[src/hdl/marc_pkg.sv]
`timescale 1ns / 1ps
// ----------------------------------------------------------------------------
// marc_pkg
// shared constants, types and run classification for the morse run classifier
// ----------------------------------------------------------------------------
package marc_pkg;

    localparam int WINDOW_SAMPLES = 10;
    localparam int COMPARE_OFFSET = 5;
    localparam int SAMPLE_BITS    = 16;
    localparam int RUN_COUNT_BITS = 16;
    localparam int CFG_BITS       = 16;
    localparam int CFG_INDEX_BITS = 2;
    localparam int PHASE_BITS     = $clog2(WINDOW_SAMPLES);
    localparam int SYMBOL_BITS    = 3;
    localparam int OUT_DATA_BITS  = 8;
    localparam int SYMS_PER_ITEM  = 3;
    localparam int QUEUE_DEPTH    = 4;
    localparam int QUEUE_PTR_BITS = $clog2(QUEUE_DEPTH);
    localparam int CMP_BITS       = (RUN_COUNT_BITS > CFG_BITS) ? RUN_COUNT_BITS : CFG_BITS;
    localparam bit CMP_IN_RANGE   = COMPARE_OFFSET < WINDOW_SAMPLES;

    localparam logic [CFG_BITS-1:0] DOT_RESET        = CFG_BITS'(882);
    localparam logic [CFG_BITS-1:0] DASH_RESET       = CFG_BITS'(2646);
    localparam logic [CFG_BITS-1:0] LETTER_GAP_RESET = CFG_BITS'(2646);
    localparam logic [CFG_BITS-1:0] WORD_GAP_RESET   = CFG_BITS'(7938);

    typedef enum logic [CFG_INDEX_BITS-1:0] {
        CFG_DOT        = 2'd0,
        CFG_DASH       = 2'd1,
        CFG_LETTER_GAP = 2'd2,
        CFG_WORD_GAP   = 2'd3
    } cfg_index_t;

    typedef enum logic [SYMBOL_BITS-1:0] {
        SYM_DOT        = 3'd0,
        SYM_DASH       = 3'd1,
        SYM_LETTER_GAP = 3'd2,
        SYM_WORD_GAP   = 3'd3,
        SYM_END        = 3'd4
    } symbol_t;

    typedef struct packed {
        logic [CFG_BITS-1:0] dot;
        logic [CFG_BITS-1:0] dash;
        logic [CFG_BITS-1:0] letter_gap;
        logic [CFG_BITS-1:0] word_gap;
    } cfg_regs_t;

    typedef struct packed {
        logic    hit;
        symbol_t sym;
    } sym_opt_t;

    // up to three symbols caused by one sample, in output order
    typedef struct packed {
        logic    [SYMS_PER_ITEM-1:0] valid;
        symbol_t [SYMS_PER_ITEM-1:0] sym;
    } bundle_t;

    // exact-length match of a finished run against the configured lengths
    function automatic sym_opt_t classify_run(
        input logic                      active,
        input logic                      tone,
        input logic [RUN_COUNT_BITS-1:0] count,
        input cfg_regs_t                 cfg
    );
        sym_opt_t             res;
        logic [CMP_BITS-1:0]  cnt;
        res.hit = 1'b0;
        res.sym = SYM_DOT;
        cnt     = CMP_BITS'(count);
        if (active) begin
            if (tone) begin
                if (cnt == CMP_BITS'(cfg.dot)) begin
                    res.hit = 1'b1;
                    res.sym = SYM_DOT;
                end
                else if (cnt == CMP_BITS'(cfg.dash)) begin
                    res.hit = 1'b1;
                    res.sym = SYM_DASH;
                end
            end
            else begin
                if (cnt == CMP_BITS'(cfg.word_gap)) begin
                    res.hit = 1'b1;
                    res.sym = SYM_WORD_GAP;
                end
                else if (cnt == CMP_BITS'(cfg.letter_gap)) begin
                    res.hit = 1'b1;
                    res.sym = SYM_LETTER_GAP;
                end
            end
        end
        return res;
    endfunction

endpackage

[src/hdl/marc_front.sv]
`timescale 1ns / 1ps
// ----------------------------------------------------------------------------
// marc_front
// window classification, run counting and symbol bundling for each sample
// ----------------------------------------------------------------------------
module marc_front
(
    input  logic                           clk,
    input  logic                           rst_n,
    input  logic                           in_accept,
    input  logic [marc_pkg::SAMPLE_BITS-1:0] in_sample,
    input  logic                           in_eos,
    input  logic                           cfg_write,
    input  logic [marc_pkg::CFG_INDEX_BITS-1:0] cfg_addr,
    input  logic [marc_pkg::CFG_BITS-1:0]  cfg_wdata,
    output logic                           push,
    output marc_pkg::bundle_t              push_data
);
    import marc_pkg::*;

    cfg_regs_t                 cfg_reg, cfg_next;
    logic [PHASE_BITS-1:0]     phase_reg, phase_next;
    logic [SAMPLE_BITS-1:0]    ref_reg, ref_next;
    logic                      decided_reg, decided_next;
    logic                      run_tone_reg, run_tone_next;
    logic                      run_active_reg, run_active_next;
    logic [RUN_COUNT_BITS-1:0] run_cnt_reg, run_cnt_next;

    logic                   is_first;
    logic                   is_cmp;
    logic [SAMPLE_BITS-1:0] ref_eff;
    logic                   decided_eff;
    logic                   do_add;
    logic                   tone;
    logic                   extend;
    sym_opt_t               ended;
    sym_opt_t               final_run;
    logic                   add_tone;
    logic                   add_active;
    logic [RUN_COUNT_BITS-1:0] add_cnt;
    cfg_index_t             cfg_sel;

    assign cfg_sel = cfg_index_t'(cfg_addr);

    always_comb
    begin
        cfg_next = cfg_reg;
        if (cfg_write) begin
            unique case (cfg_sel)
                CFG_DOT:        cfg_next.dot        = cfg_wdata;
                CFG_DASH:       cfg_next.dash       = cfg_wdata;
                CFG_LETTER_GAP: cfg_next.letter_gap = cfg_wdata;
                CFG_WORD_GAP:   cfg_next.word_gap   = cfg_wdata;
                default:        cfg_next            = cfg_reg;
            endcase
        end
    end

    always_comb
    begin
        is_first    = (phase_reg == '0);
        is_cmp      = CMP_IN_RANGE && (phase_reg == PHASE_BITS'(COMPARE_OFFSET));
        ref_eff     = is_first ? in_sample : ref_reg;
        decided_eff = is_first ? 1'b0 : decided_reg;
        // an unclassified final window compares its reference against zero
        do_add      = is_cmp || (in_eos && !decided_eff);
        tone        = is_cmp ? (in_sample != ref_eff) : (ref_eff != '0);
        extend      = run_active_reg && (run_tone_reg == tone);
        ended       = classify_run(run_active_reg, run_tone_reg, run_cnt_reg, cfg_reg);

        add_tone   = run_tone_reg;
        add_active = run_active_reg;
        add_cnt    = run_cnt_reg;
        push_data  = '0;

        if (do_add) begin
            if (extend) begin
                add_cnt = (run_cnt_reg == '1) ? run_cnt_reg : run_cnt_reg + 1'b1;
            end
            else begin
                push_data.valid[0] = ended.hit;
                push_data.sym[0]   = ended.sym;
                add_tone   = tone;
                add_active = 1'b1;
                add_cnt    = RUN_COUNT_BITS'(1);
            end
        end

        final_run = classify_run(add_active, add_tone, add_cnt, cfg_reg);
        push_data.valid[1] = in_eos && final_run.hit;
        push_data.sym[1]   = final_run.sym;
        push_data.valid[2] = in_eos;
        push_data.sym[2]   = SYM_END;

        push = in_accept && (push_data.valid != '0);

        phase_next      = phase_reg;
        ref_next        = ref_reg;
        decided_next    = decided_reg;
        run_tone_next   = run_tone_reg;
        run_active_next = run_active_reg;
        run_cnt_next    = run_cnt_reg;
        if (in_accept) begin
            if (in_eos) begin
                phase_next      = '0;
                ref_next        = '0;
                decided_next    = 1'b0;
                run_tone_next   = 1'b0;
                run_active_next = 1'b0;
                run_cnt_next    = '0;
            end
            else begin
                phase_next      = (phase_reg == PHASE_BITS'(WINDOW_SAMPLES - 1))
                                  ? '0 : phase_reg + 1'b1;
                ref_next        = ref_eff;
                decided_next    = decided_eff || is_cmp;
                run_tone_next   = add_tone;
                run_active_next = add_active;
                run_cnt_next    = add_cnt;
            end
        end
    end

    always_ff @(posedge clk or negedge rst_n)
    begin
        if (!rst_n) begin
            cfg_reg.dot        <= DOT_RESET;
            cfg_reg.dash       <= DASH_RESET;
            cfg_reg.letter_gap <= LETTER_GAP_RESET;
            cfg_reg.word_gap   <= WORD_GAP_RESET;
            phase_reg          <= '0;
            ref_reg            <= '0;
            decided_reg        <= 1'b0;
            run_tone_reg       <= 1'b0;
            run_active_reg     <= 1'b0;
            run_cnt_reg        <= '0;
        end
        else begin
            cfg_reg        <= cfg_next;
            phase_reg      <= phase_next;
            ref_reg        <= ref_next;
            decided_reg    <= decided_next;
            run_tone_reg   <= run_tone_next;
            run_active_reg <= run_active_next;
            run_cnt_reg    <= run_cnt_next;
        end
    end

`ifndef SYNTHESIS
    a_eos_clears: assert property (@(posedge clk) disable iff (!rst_n)
        in_accept && in_eos |=> phase_reg == '0 && !run_active_reg && run_cnt_reg == '0)
        else $error("stream state not cleared after end of stream");

    a_run_nonzero: assert property (@(posedge clk) disable iff (!rst_n)
        run_active_reg |-> run_cnt_reg != '0)
        else $error("active run with zero length");
`endif

endmodule

[src/hdl/marc_queue.sv]
`timescale 1ns / 1ps
// ----------------------------------------------------------------------------
// marc_queue
// short bundle queue between the classifying front and the emitting back
// ----------------------------------------------------------------------------
module marc_queue
(
    input  logic              clk,
    input  logic              rst_n,
    input  logic              push,
    input  marc_pkg::bundle_t push_data,
    output logic              full,
    output logic              head_valid,
    output marc_pkg::bundle_t head_data,
    input  logic              pop
);
    import marc_pkg::*;

    bundle_t                 mem [QUEUE_DEPTH];
    logic [QUEUE_PTR_BITS-1:0] wr_ptr_reg, wr_ptr_next;
    logic [QUEUE_PTR_BITS-1:0] rd_ptr_reg, rd_ptr_next;
    logic [QUEUE_PTR_BITS:0]   count_reg, count_next;

    assign full       = (count_reg == (QUEUE_PTR_BITS + 1)'(QUEUE_DEPTH));
    assign head_valid = (count_reg != '0);
    assign head_data  = mem[rd_ptr_reg];

    always_comb
    begin
        wr_ptr_next = push ? wr_ptr_reg + 1'b1 : wr_ptr_reg;
        rd_ptr_next = pop ? rd_ptr_reg + 1'b1 : rd_ptr_reg;
        count_next  = count_reg;
        if (push && !pop) begin
            count_next = count_reg + 1'b1;
        end
        else if (pop && !push) begin
            count_next = count_reg - 1'b1;
        end
    end

    always_ff @(posedge clk)
    begin
        if (push) begin
            mem[wr_ptr_reg] <= push_data;
        end
    end

    always_ff @(posedge clk or negedge rst_n)
    begin
        if (!rst_n) begin
            wr_ptr_reg <= '0;
            rd_ptr_reg <= '0;
            count_reg  <= '0;
        end
        else begin
            wr_ptr_reg <= wr_ptr_next;
            rd_ptr_reg <= rd_ptr_next;
            count_reg  <= count_next;
        end
    end

`ifndef SYNTHESIS
    a_no_overflow: assert property (@(posedge clk) disable iff (!rst_n)
        count_reg <= (QUEUE_PTR_BITS + 1)'(QUEUE_DEPTH) && !(push && full)
        && !(pop && !head_valid))
        else $error("bundle queue overflow or underflow");

    a_count_tracks: assert property (@(posedge clk) disable iff (!rst_n)
        push && !pop |=> count_reg == $past(count_reg) + 1'b1)
        else $error("bundle queue count out of step with pushes");
`endif

endmodule

[src/hdl/marc_back.sv]
`timescale 1ns / 1ps
// ----------------------------------------------------------------------------
// marc_back
// unpacks queued bundles into single symbol transactions on the output register
// ----------------------------------------------------------------------------
module marc_back
(
    input  logic              clk,
    input  logic              rst_n,
    input  logic              head_valid,
    input  marc_pkg::bundle_t head_data,
    output logic              pop,
    output logic              out_valid,
    input  logic              out_ready,
    output marc_pkg::symbol_t out_symbol,
    output logic              out_last
);
    import marc_pkg::*;

    logic [SYMS_PER_ITEM-1:0] used_reg, used_next;
    logic                     valid_reg, valid_next;
    symbol_t                  sym_reg, sym_next;
    logic                     last_reg, last_next;

    logic [SYMS_PER_ITEM-1:0] remain;
    logic [SYMS_PER_ITEM-1:0] pick;
    logic [SYMS_PER_ITEM-1:0] after;
    symbol_t                  pick_sym;
    logic                     load;

    always_comb
    begin
        remain   = head_data.valid & ~used_reg;
        pick     = remain & (~remain + 1'b1);
        after    = remain & ~pick;
        pick_sym = head_data.sym[0];
        for (int i = SYMS_PER_ITEM - 1; i >= 0; i--) begin
            if (pick[i]) begin
                pick_sym = head_data.sym[i];
            end
        end

        load       = !valid_reg || out_ready;
        pop        = 1'b0;
        used_next  = used_reg;
        valid_next = valid_reg;
        sym_next   = sym_reg;
        last_next  = last_reg;
        if (load) begin
            valid_next = head_valid;
            if (head_valid) begin
                sym_next  = pick_sym;
                last_next = (after == '0);
                pop       = (after == '0);
                used_next = (after == '0) ? '0 : (used_reg | pick);
            end
        end
    end

    always_ff @(posedge clk or negedge rst_n)
    begin
        if (!rst_n) begin
            used_reg  <= '0;
            valid_reg <= 1'b0;
        end
        else begin
            used_reg  <= used_next;
            valid_reg <= valid_next;
        end
    end

    always_ff @(posedge clk)
    begin
        sym_reg  <= sym_next;
        last_reg <= last_next;
    end

    assign out_valid  = valid_reg;
    assign out_symbol = sym_reg;
    assign out_last   = last_reg;

endmodule

[src/hdl/morse_audio_run_classifier_top.sv]
`timescale 1ns / 1ps
// ----------------------------------------------------------------------------
// morse_audio_run_classifier_top
// turns a pcm sample stream into morse dot, dash and gap symbols
// ----------------------------------------------------------------------------
// usage
//   s_* carries one sample per transaction: s_tdata is the signed sample,
//   s_tlast marks the final sample of a recording
//   m_* carries one symbol per transaction: m_tdata[2:0] is the symbol
//   (dot, dash, letter gap, word gap, end marker), m_tlast flags the last
//   symbol caused by one input sample
//   cfg_* writes the four run lengths; cfg_ready is always high and writes
//   are meant to happen only while the block is idle
// timing
//   one sample accepted per cycle while the queue has room; symbols pass
//   through the bundle queue and the output register to m_*; a sample
//   causing n symbols gives n transactions; the four-entry queue absorbs bursts
// reset
//   rst_n clears the stream state and loads the default run lengths
//   (882, 2646, 2646, 7938 windows); the queue and output are emptied
// back pressure
//   while m_tready is low the output holds; s_tready drops only once the
//   bundle queue is full
// ----------------------------------------------------------------------------
module morse_audio_run_classifier_top
(
    input  logic                                 clk,
    input  logic                                 rst_n,
    // slave stream: tdata = sample[15:0]
    input  logic                                 s_tvalid,
    output logic                                 s_tready,
    input  logic [marc_pkg::SAMPLE_BITS-1:0]     s_tdata,
    input  logic                                 s_tlast,
    // master stream: tdata = symbol[2:0], zero padding [7:3]
    output logic                                 m_tvalid,
    input  logic                                 m_tready,
    output logic [marc_pkg::OUT_DATA_BITS-1:0]   m_tdata,
    output logic                                 m_tlast,
    // configuration write channel
    input  logic                                 cfg_valid,
    output logic                                 cfg_ready,
    input  logic [marc_pkg::CFG_INDEX_BITS-1:0]  cfg_index,
    input  logic [marc_pkg::CFG_BITS-1:0]        cfg_data
);
    import marc_pkg::*;

    logic     in_accept;
    logic     push;
    bundle_t  push_data;
    logic     queue_full;
    logic     head_valid;
    bundle_t  head_data;
    logic     pop;
    symbol_t  out_symbol;

    // input taken whenever the queue has room for a bundle
    assign s_tready  = !queue_full;
    assign in_accept = s_tvalid && s_tready;
    assign cfg_ready = 1'b1;

    // front: window compare, run counter and symbol bundle per sample
    marc_front u_front
    (
        .clk       (clk),
        .rst_n     (rst_n),
        .in_accept (in_accept),
        .in_sample (s_tdata),
        .in_eos    (s_tlast),
        .cfg_write (cfg_valid && cfg_ready),
        .cfg_addr  (cfg_index),
        .cfg_wdata (cfg_data),
        .push      (push),
        .push_data (push_data)
    );

    // queue: decouples front stalls from output back pressure
    marc_queue u_queue
    (
        .clk        (clk),
        .rst_n      (rst_n),
        .push       (push),
        .push_data  (push_data),
        .full       (queue_full),
        .head_valid (head_valid),
        .head_data  (head_data),
        .pop        (pop)
    );

    // back: one symbol per output transaction
    marc_back u_back
    (
        .clk        (clk),
        .rst_n      (rst_n),
        .head_valid (head_valid),
        .head_data  (head_data),
        .pop        (pop),
        .out_valid  (m_tvalid),
        .out_ready  (m_tready),
        .out_symbol (out_symbol),
        .out_last   (m_tlast)
    );

    // symbol in the low bits, rest zero
    assign m_tdata = OUT_DATA_BITS'(out_symbol);

endmodule

[config.mk]
export PLATFORM = sky130hd
export DESIGN_NAME = morse_audio_run_classifier_top
export DESIGN_NICKNAME = d
export VERILOG_FILES = /design/src/hdl/marc_pkg.sv /design/src/hdl/marc_front.sv /design/src/hdl/marc_queue.sv /design/src/hdl/marc_back.sv /design/src/hdl/morse_audio_run_classifier_top.sv
export SDC_FILE = /design/constraint.sdc
export NUM_CORES = 1
export LEC_CHECK = 0
export CAP_MARGIN = 20
export CORE_MARGIN = 3
export CORE_UTILIZATION = 40
export DETAILED_ROUTE_END_ITERATION = 10
export DONT_BUFFER_PORTS = 1
export HOLD_SLACK_MARGIN = 0.05
export PLACE_DENSITY = 0.55
export SETUP_SLACK_MARGIN = 0.02
export SKIP_LAST_GASP = 1
export SYNTH_ARGS = -nofsm -noshare
export SYNTH_HDL_FRONTEND = slang
export SYNTH_SLANG_ARGS = --single-unit
[constraint.sdc]
create_clock -name clk -period 5.1 [get_ports clk]
set_input_delay 0.51 -clock clk [delete_from_list [all_inputs] [get_ports clk]]
set_output_delay 0.51 -clock clk [all_outputs]
set_load 0.01 [all_outputs]
==> results.yml <==
status:
  run_status: "complete, no violations"
setup_path:
  crit_path_start_kind: "flop"
  crit_arrival_ns: 4.90
  path_max_fanout: 22
  ff2ff_path_depth: 16
  critical_path_required_ns: 5.32
  crit_family: "simple AND/OR/NAND/NOR gates"
  timing.critical_path.slowest_stage_cell: "sky130_fd_sc_hd__a222oi_1"
  timing_worst_setup_path_type: "flop to flop"
  worst_r2r_endpoint: "u_queue.mem[0][3]"
  path_buf_inv: 4
  end_kind: "flop"
  regToRegSetupSlack_ns: 0.42
  critical_path.max_stage_delay_ns: 0.48
  critical_path.cell_chain: "inv_1, ha_1, or3b_4, buf_4, nand4b_1, a222oi_1, a21oi_2, mux2i_1, buf_4, nand2_1, buf_4, a21oi_1, o22ai_1, nor4_1, or3b_1, a21oi_1"
  cp_common_cell: "sky130_fd_sc_hd__buf_4"
  r2r_start: "u_front.phase_reg[0]"
flow_run:
  drv.max_cap_violation_count: 0
placed_design:
  gp_congestion: 1.04
  port_buffer_count: 0
  dp.cells: 1183
  hpwl_mm: 21.5
  place_ws_ns: 0.483
cts:
  cts_repair_resize_count: 0
  cts_buffers: 17
  cts.sinks: 146
  cts_post_setup_buffers_inserted: 0
  clkTransAtPathRegs_ns: 0.07
  hold_bufs_inserted_after_cts: 1
  worstSkewPairLatency_ns: 0.43
  number_of_h_tree_levels: 4
  cts_root_buffer: "sky130_fd_sc_hd__clkbuf_16"
  cts_tree: "yes"
  cts.path.max_buffers: 2
synthesis:
  post_synth_instance_area_sq_mm: 0.00904
  yosys_register_bits: 146
  largest_family_of_logic_cells_by_synthesized_area: "simple AND/OR/NAND/NOR gates"
  most_instantiated_flip_flop_cell_in_the_synthesis_netlist: "sky130_fd_sc_hd__dfrtp_1"
  yosys.area_share.adder_pct: 1.58
  synth-compound-area-share_pct: 15.5
  yosys.area.top_type_share_pct: 24.9
  seq_area_frac_synth_pct: 42.5
  synth.distinct_cells: 76
  synthXorXnorAreaFrac_pct: 9.88
  postSynth.asyncResetShare_pct: 78.1
  synthTopCellsByArea: "sky130_fd_sc_hd__dfrtp_1, sky130_fd_sc_hd__edfxtp_1, sky130_fd_sc_hd__mux2_2, sky130_fd_sc_hd__dfstp_2, sky130_fd_sc_hd__xnor2_1"
  yosys-mux-area-fraction_pct: 10.6
  synth_area_leader_cell: "sky130_fd_sc_hd__dfrtp_1"
  synth-warning-count: 0
  synth-simple-area-share_pct: 15.8
  netlist_instances: 912
  synth-edff-count: 32
  synth.avg_cell_area_sq_um: 9.91
sta:
  fin_setup_tns_ns: 0
  max_slew_margin_pct: 33.4
  grt_setup_unrepaired: "no"
  worst_clock_skew_ns: 0.00774
  fmaxAchievable_ghz: 0.214
  final-setup-viol-count: 0
  fin_crit_ns: 4.68
  setup_ws_ns: 0.417
  timing.final.max_slew_violations: 0
  fin_worst_hold_slack_ns: 0.176
  worst_pin_slew_ns: 0.991
  min_period_over_period_pct: 91.8
  total_count_of_hold_check_failures_in_the_final_report: 0
global_routing:
  wire_length_of_the_first_global_routing_pass_mm: 44.5
  grt_remaining_overflow: 0
  grt_util_all_layers_pct: 24.0
  antenna_violations_before_repair: 2
  grt_pass1_vias: 7242
  grt_max_degree: 115
detailed_routing:
  post-route-drc-count: 0
  drt_pass1_iterations: 6
  drtIter0Drc: 729
  detail_route.wl_per_cell_microns: 24.0
  antenna_left: 0
  detail_route.wirelength_mm: 29.2
  via_per_inst: 6.18
  route.vias.total: 7522
power:
  powerDensity_mw_per_mm2: 464
  report.power.total_uw: 4680
  cellLeakagePower_uw: 0.00382
  max-vdd-ir-drop_mv: 0.232
final_layout:
  area.growth.synth_to_final_pct: 11.6
  fin_cells: 1218
  insertedDiodeCount: 0
  largest_register_ff_count: 64
  final_layout_size_suffix_gt1_share_pct: 20.5
  finalNetCount: 975
floorplanning:
  rows: 54
  floorplan.initialDensity_pct: 41.1
  die-height_microns: 156
  area_of_the_core_region_sq_mm: 0.0220
  die_width_microns: 156
  pin_count: 52
  fp.dieArea_sq_mm: 0.0244
hold_path:
  hold_path_end: "u_queue.mem[1][8]"
  holdCritStartpoint: "s_tlast"
  worstHoldPathCells: 0
  timing.hold.worst.class: "input pin to flop"
worst max path at each step:
stage,depth (start not counted),to,start
detailed placement,19,u_queue.count_reg[2],u_front.phase_reg[0]
CTS,19,u_queue.count_reg[2],u_front.phase_reg[0]
finish,16,u_queue.mem[0][3],u_front.phase_reg[0]
global route,16,u_queue.mem[0][3],u_front.phase_reg[0]
floorplan,19,u_queue.count_reg[2],u_front.phase_reg[0]
global placement,19,u_queue.count_reg[2],u_front.phase_reg[0]
cells in the mapped netlist (8+ instances only):
cell                       count
sky130_fd_sc_hd__dfrtp_1      90
sky130_fd_sc_hd__nand2_1      71
sky130_fd_sc_hd__mux2_2       67
sky130_fd_sc_hd__o21ai_0      61
sky130_fd_sc_hd__xnor2_1      58
sky130_fd_sc_hd__nor2_1       48
sky130_fd_sc_hd__xor2_1       44
sky130_fd_sc_hd__clkbuf_1     35
sky130_fd_sc_hd__edfxtp_1     32
sky130_fd_sc_hd__o22ai_1      31
sky130_fd_sc_hd__a21oi_1      29
sky130_fd_sc_hd__inv_1        27
sky130_fd_sc_hd__nor4_1       26
sky130_fd_sc_hd__nand4_1      25
sky130_fd_sc_hd__a22oi_1      24
sky130_fd_sc_hd__dfstp_2      24
sky130_fd_sc_hd__nand3_1      21
sky130_fd_sc_hd__nor3_1       21
sky130_fd_sc_hd__and2_1       10
sky130_fd_sc_hd__ha_1          9
sky130_fd_sc_hd__buf_1         8
sky130_fd_sc_hd__buf_4         8
through the flow:
stage / instance area, sq um / util [%]
floorplan: 9060 / -
global placement: 9490 / 43.1
detailed placement: 9490 / 43.1
CTS: 10100 / 45.7
global route: 10100 / 45.8
finish: 10100 / 45.8
metal layers:
layer  up-vias  GRT usage (%)  wire length (microns)
li1       3409              -                      -
met1      3662           31.6                  12200
met2       352           37.8                  13300
met3        95           6.66                   2470
met4         4           9.13                   1220
met5         -              0                     27
cells in the final DEF, fill, tap and decap left out, types with 7 or more instances in the layout:
| cell | synthesis | final |
|---|---|---|
| sky130_fd_sc_hd__mux2_2 | 67 | 67 |
| sky130_fd_sc_hd__nor4_1 | 26 | 26 |
| sky130_fd_sc_hd__nand4_1 | 25 | 25 |
| sky130_fd_sc_hd__nand2_1 | 71 | 71 |
| sky130_fd_sc_hd__clkbuf_16 | 0 | 17 |
| sky130_fd_sc_hd__xnor2_1 | 58 | 58 |
| sky130_fd_sc_hd__o22ai_1 | 31 | 31 |
| sky130_fd_sc_hd__nor3_1 | 21 | 21 |
| sky130_fd_sc_hd__mux4_2 | 7 | 7 |
| sky130_fd_sc_hd__dfstp_2 | 24 | 24 |
| sky130_fd_sc_hd__a21oi_1 | 29 | 29 |
| sky130_fd_sc_hd__xor2_1 | 44 | 44 |
| sky130_fd_sc_hd__o21ai_0 | 61 | 61 |
| sky130_fd_sc_hd__nor2_1 | 48 | 48 |
| sky130_fd_sc_hd__nand3_1 | 21 | 21 |
| sky130_fd_sc_hd__dfrtp_1 | 90 | 90 |
| sky130_fd_sc_hd__nor2b_1 | 7 | 7 |
| sky130_fd_sc_hd__a31oi_1 | 7 | 7 |
| sky130_fd_sc_hd__a22oi_1 | 24 | 24 |
| sky130_fd_sc_hd__edfxtp_1 | 32 | 32 |
| sky130_fd_sc_hd__ha_1 | 9 | 9 |
| sky130_fd_sc_hd__and2_1 | 10 | 10 |
| sky130_fd_sc_hd__inv_1 | 27 | 27 |
| sky130_fd_sc_hd__buf_4 | 8 | 47 |
cell families after synthesis:
kind of cell | count (synthesis)
fa+ha+maj | 11
mux | 78
xor+xnor | 102
flops | 146
buf+inv | 86
simple gates | 273
compound gates | 214
other cells | 2
where the power goes:
part	internal, uW	total, uW	switching [uW]
Combinational	694	1600	906
Clock	639	1190	551
Sequential	1490	1890	407
Total	2820	4680	1860
layout make-up:
class	instances	area, sq um
Tap cell	280	350
Timing Repair Buffer	49	390
Fill cell	2081	11900
Inverter	27	101
Sequential cell	146	3840
Clock buffer	18	429
Multi-Input combinational cell	684	4850
Clock inverter	14	125
(Power assumes the default switching activity.)
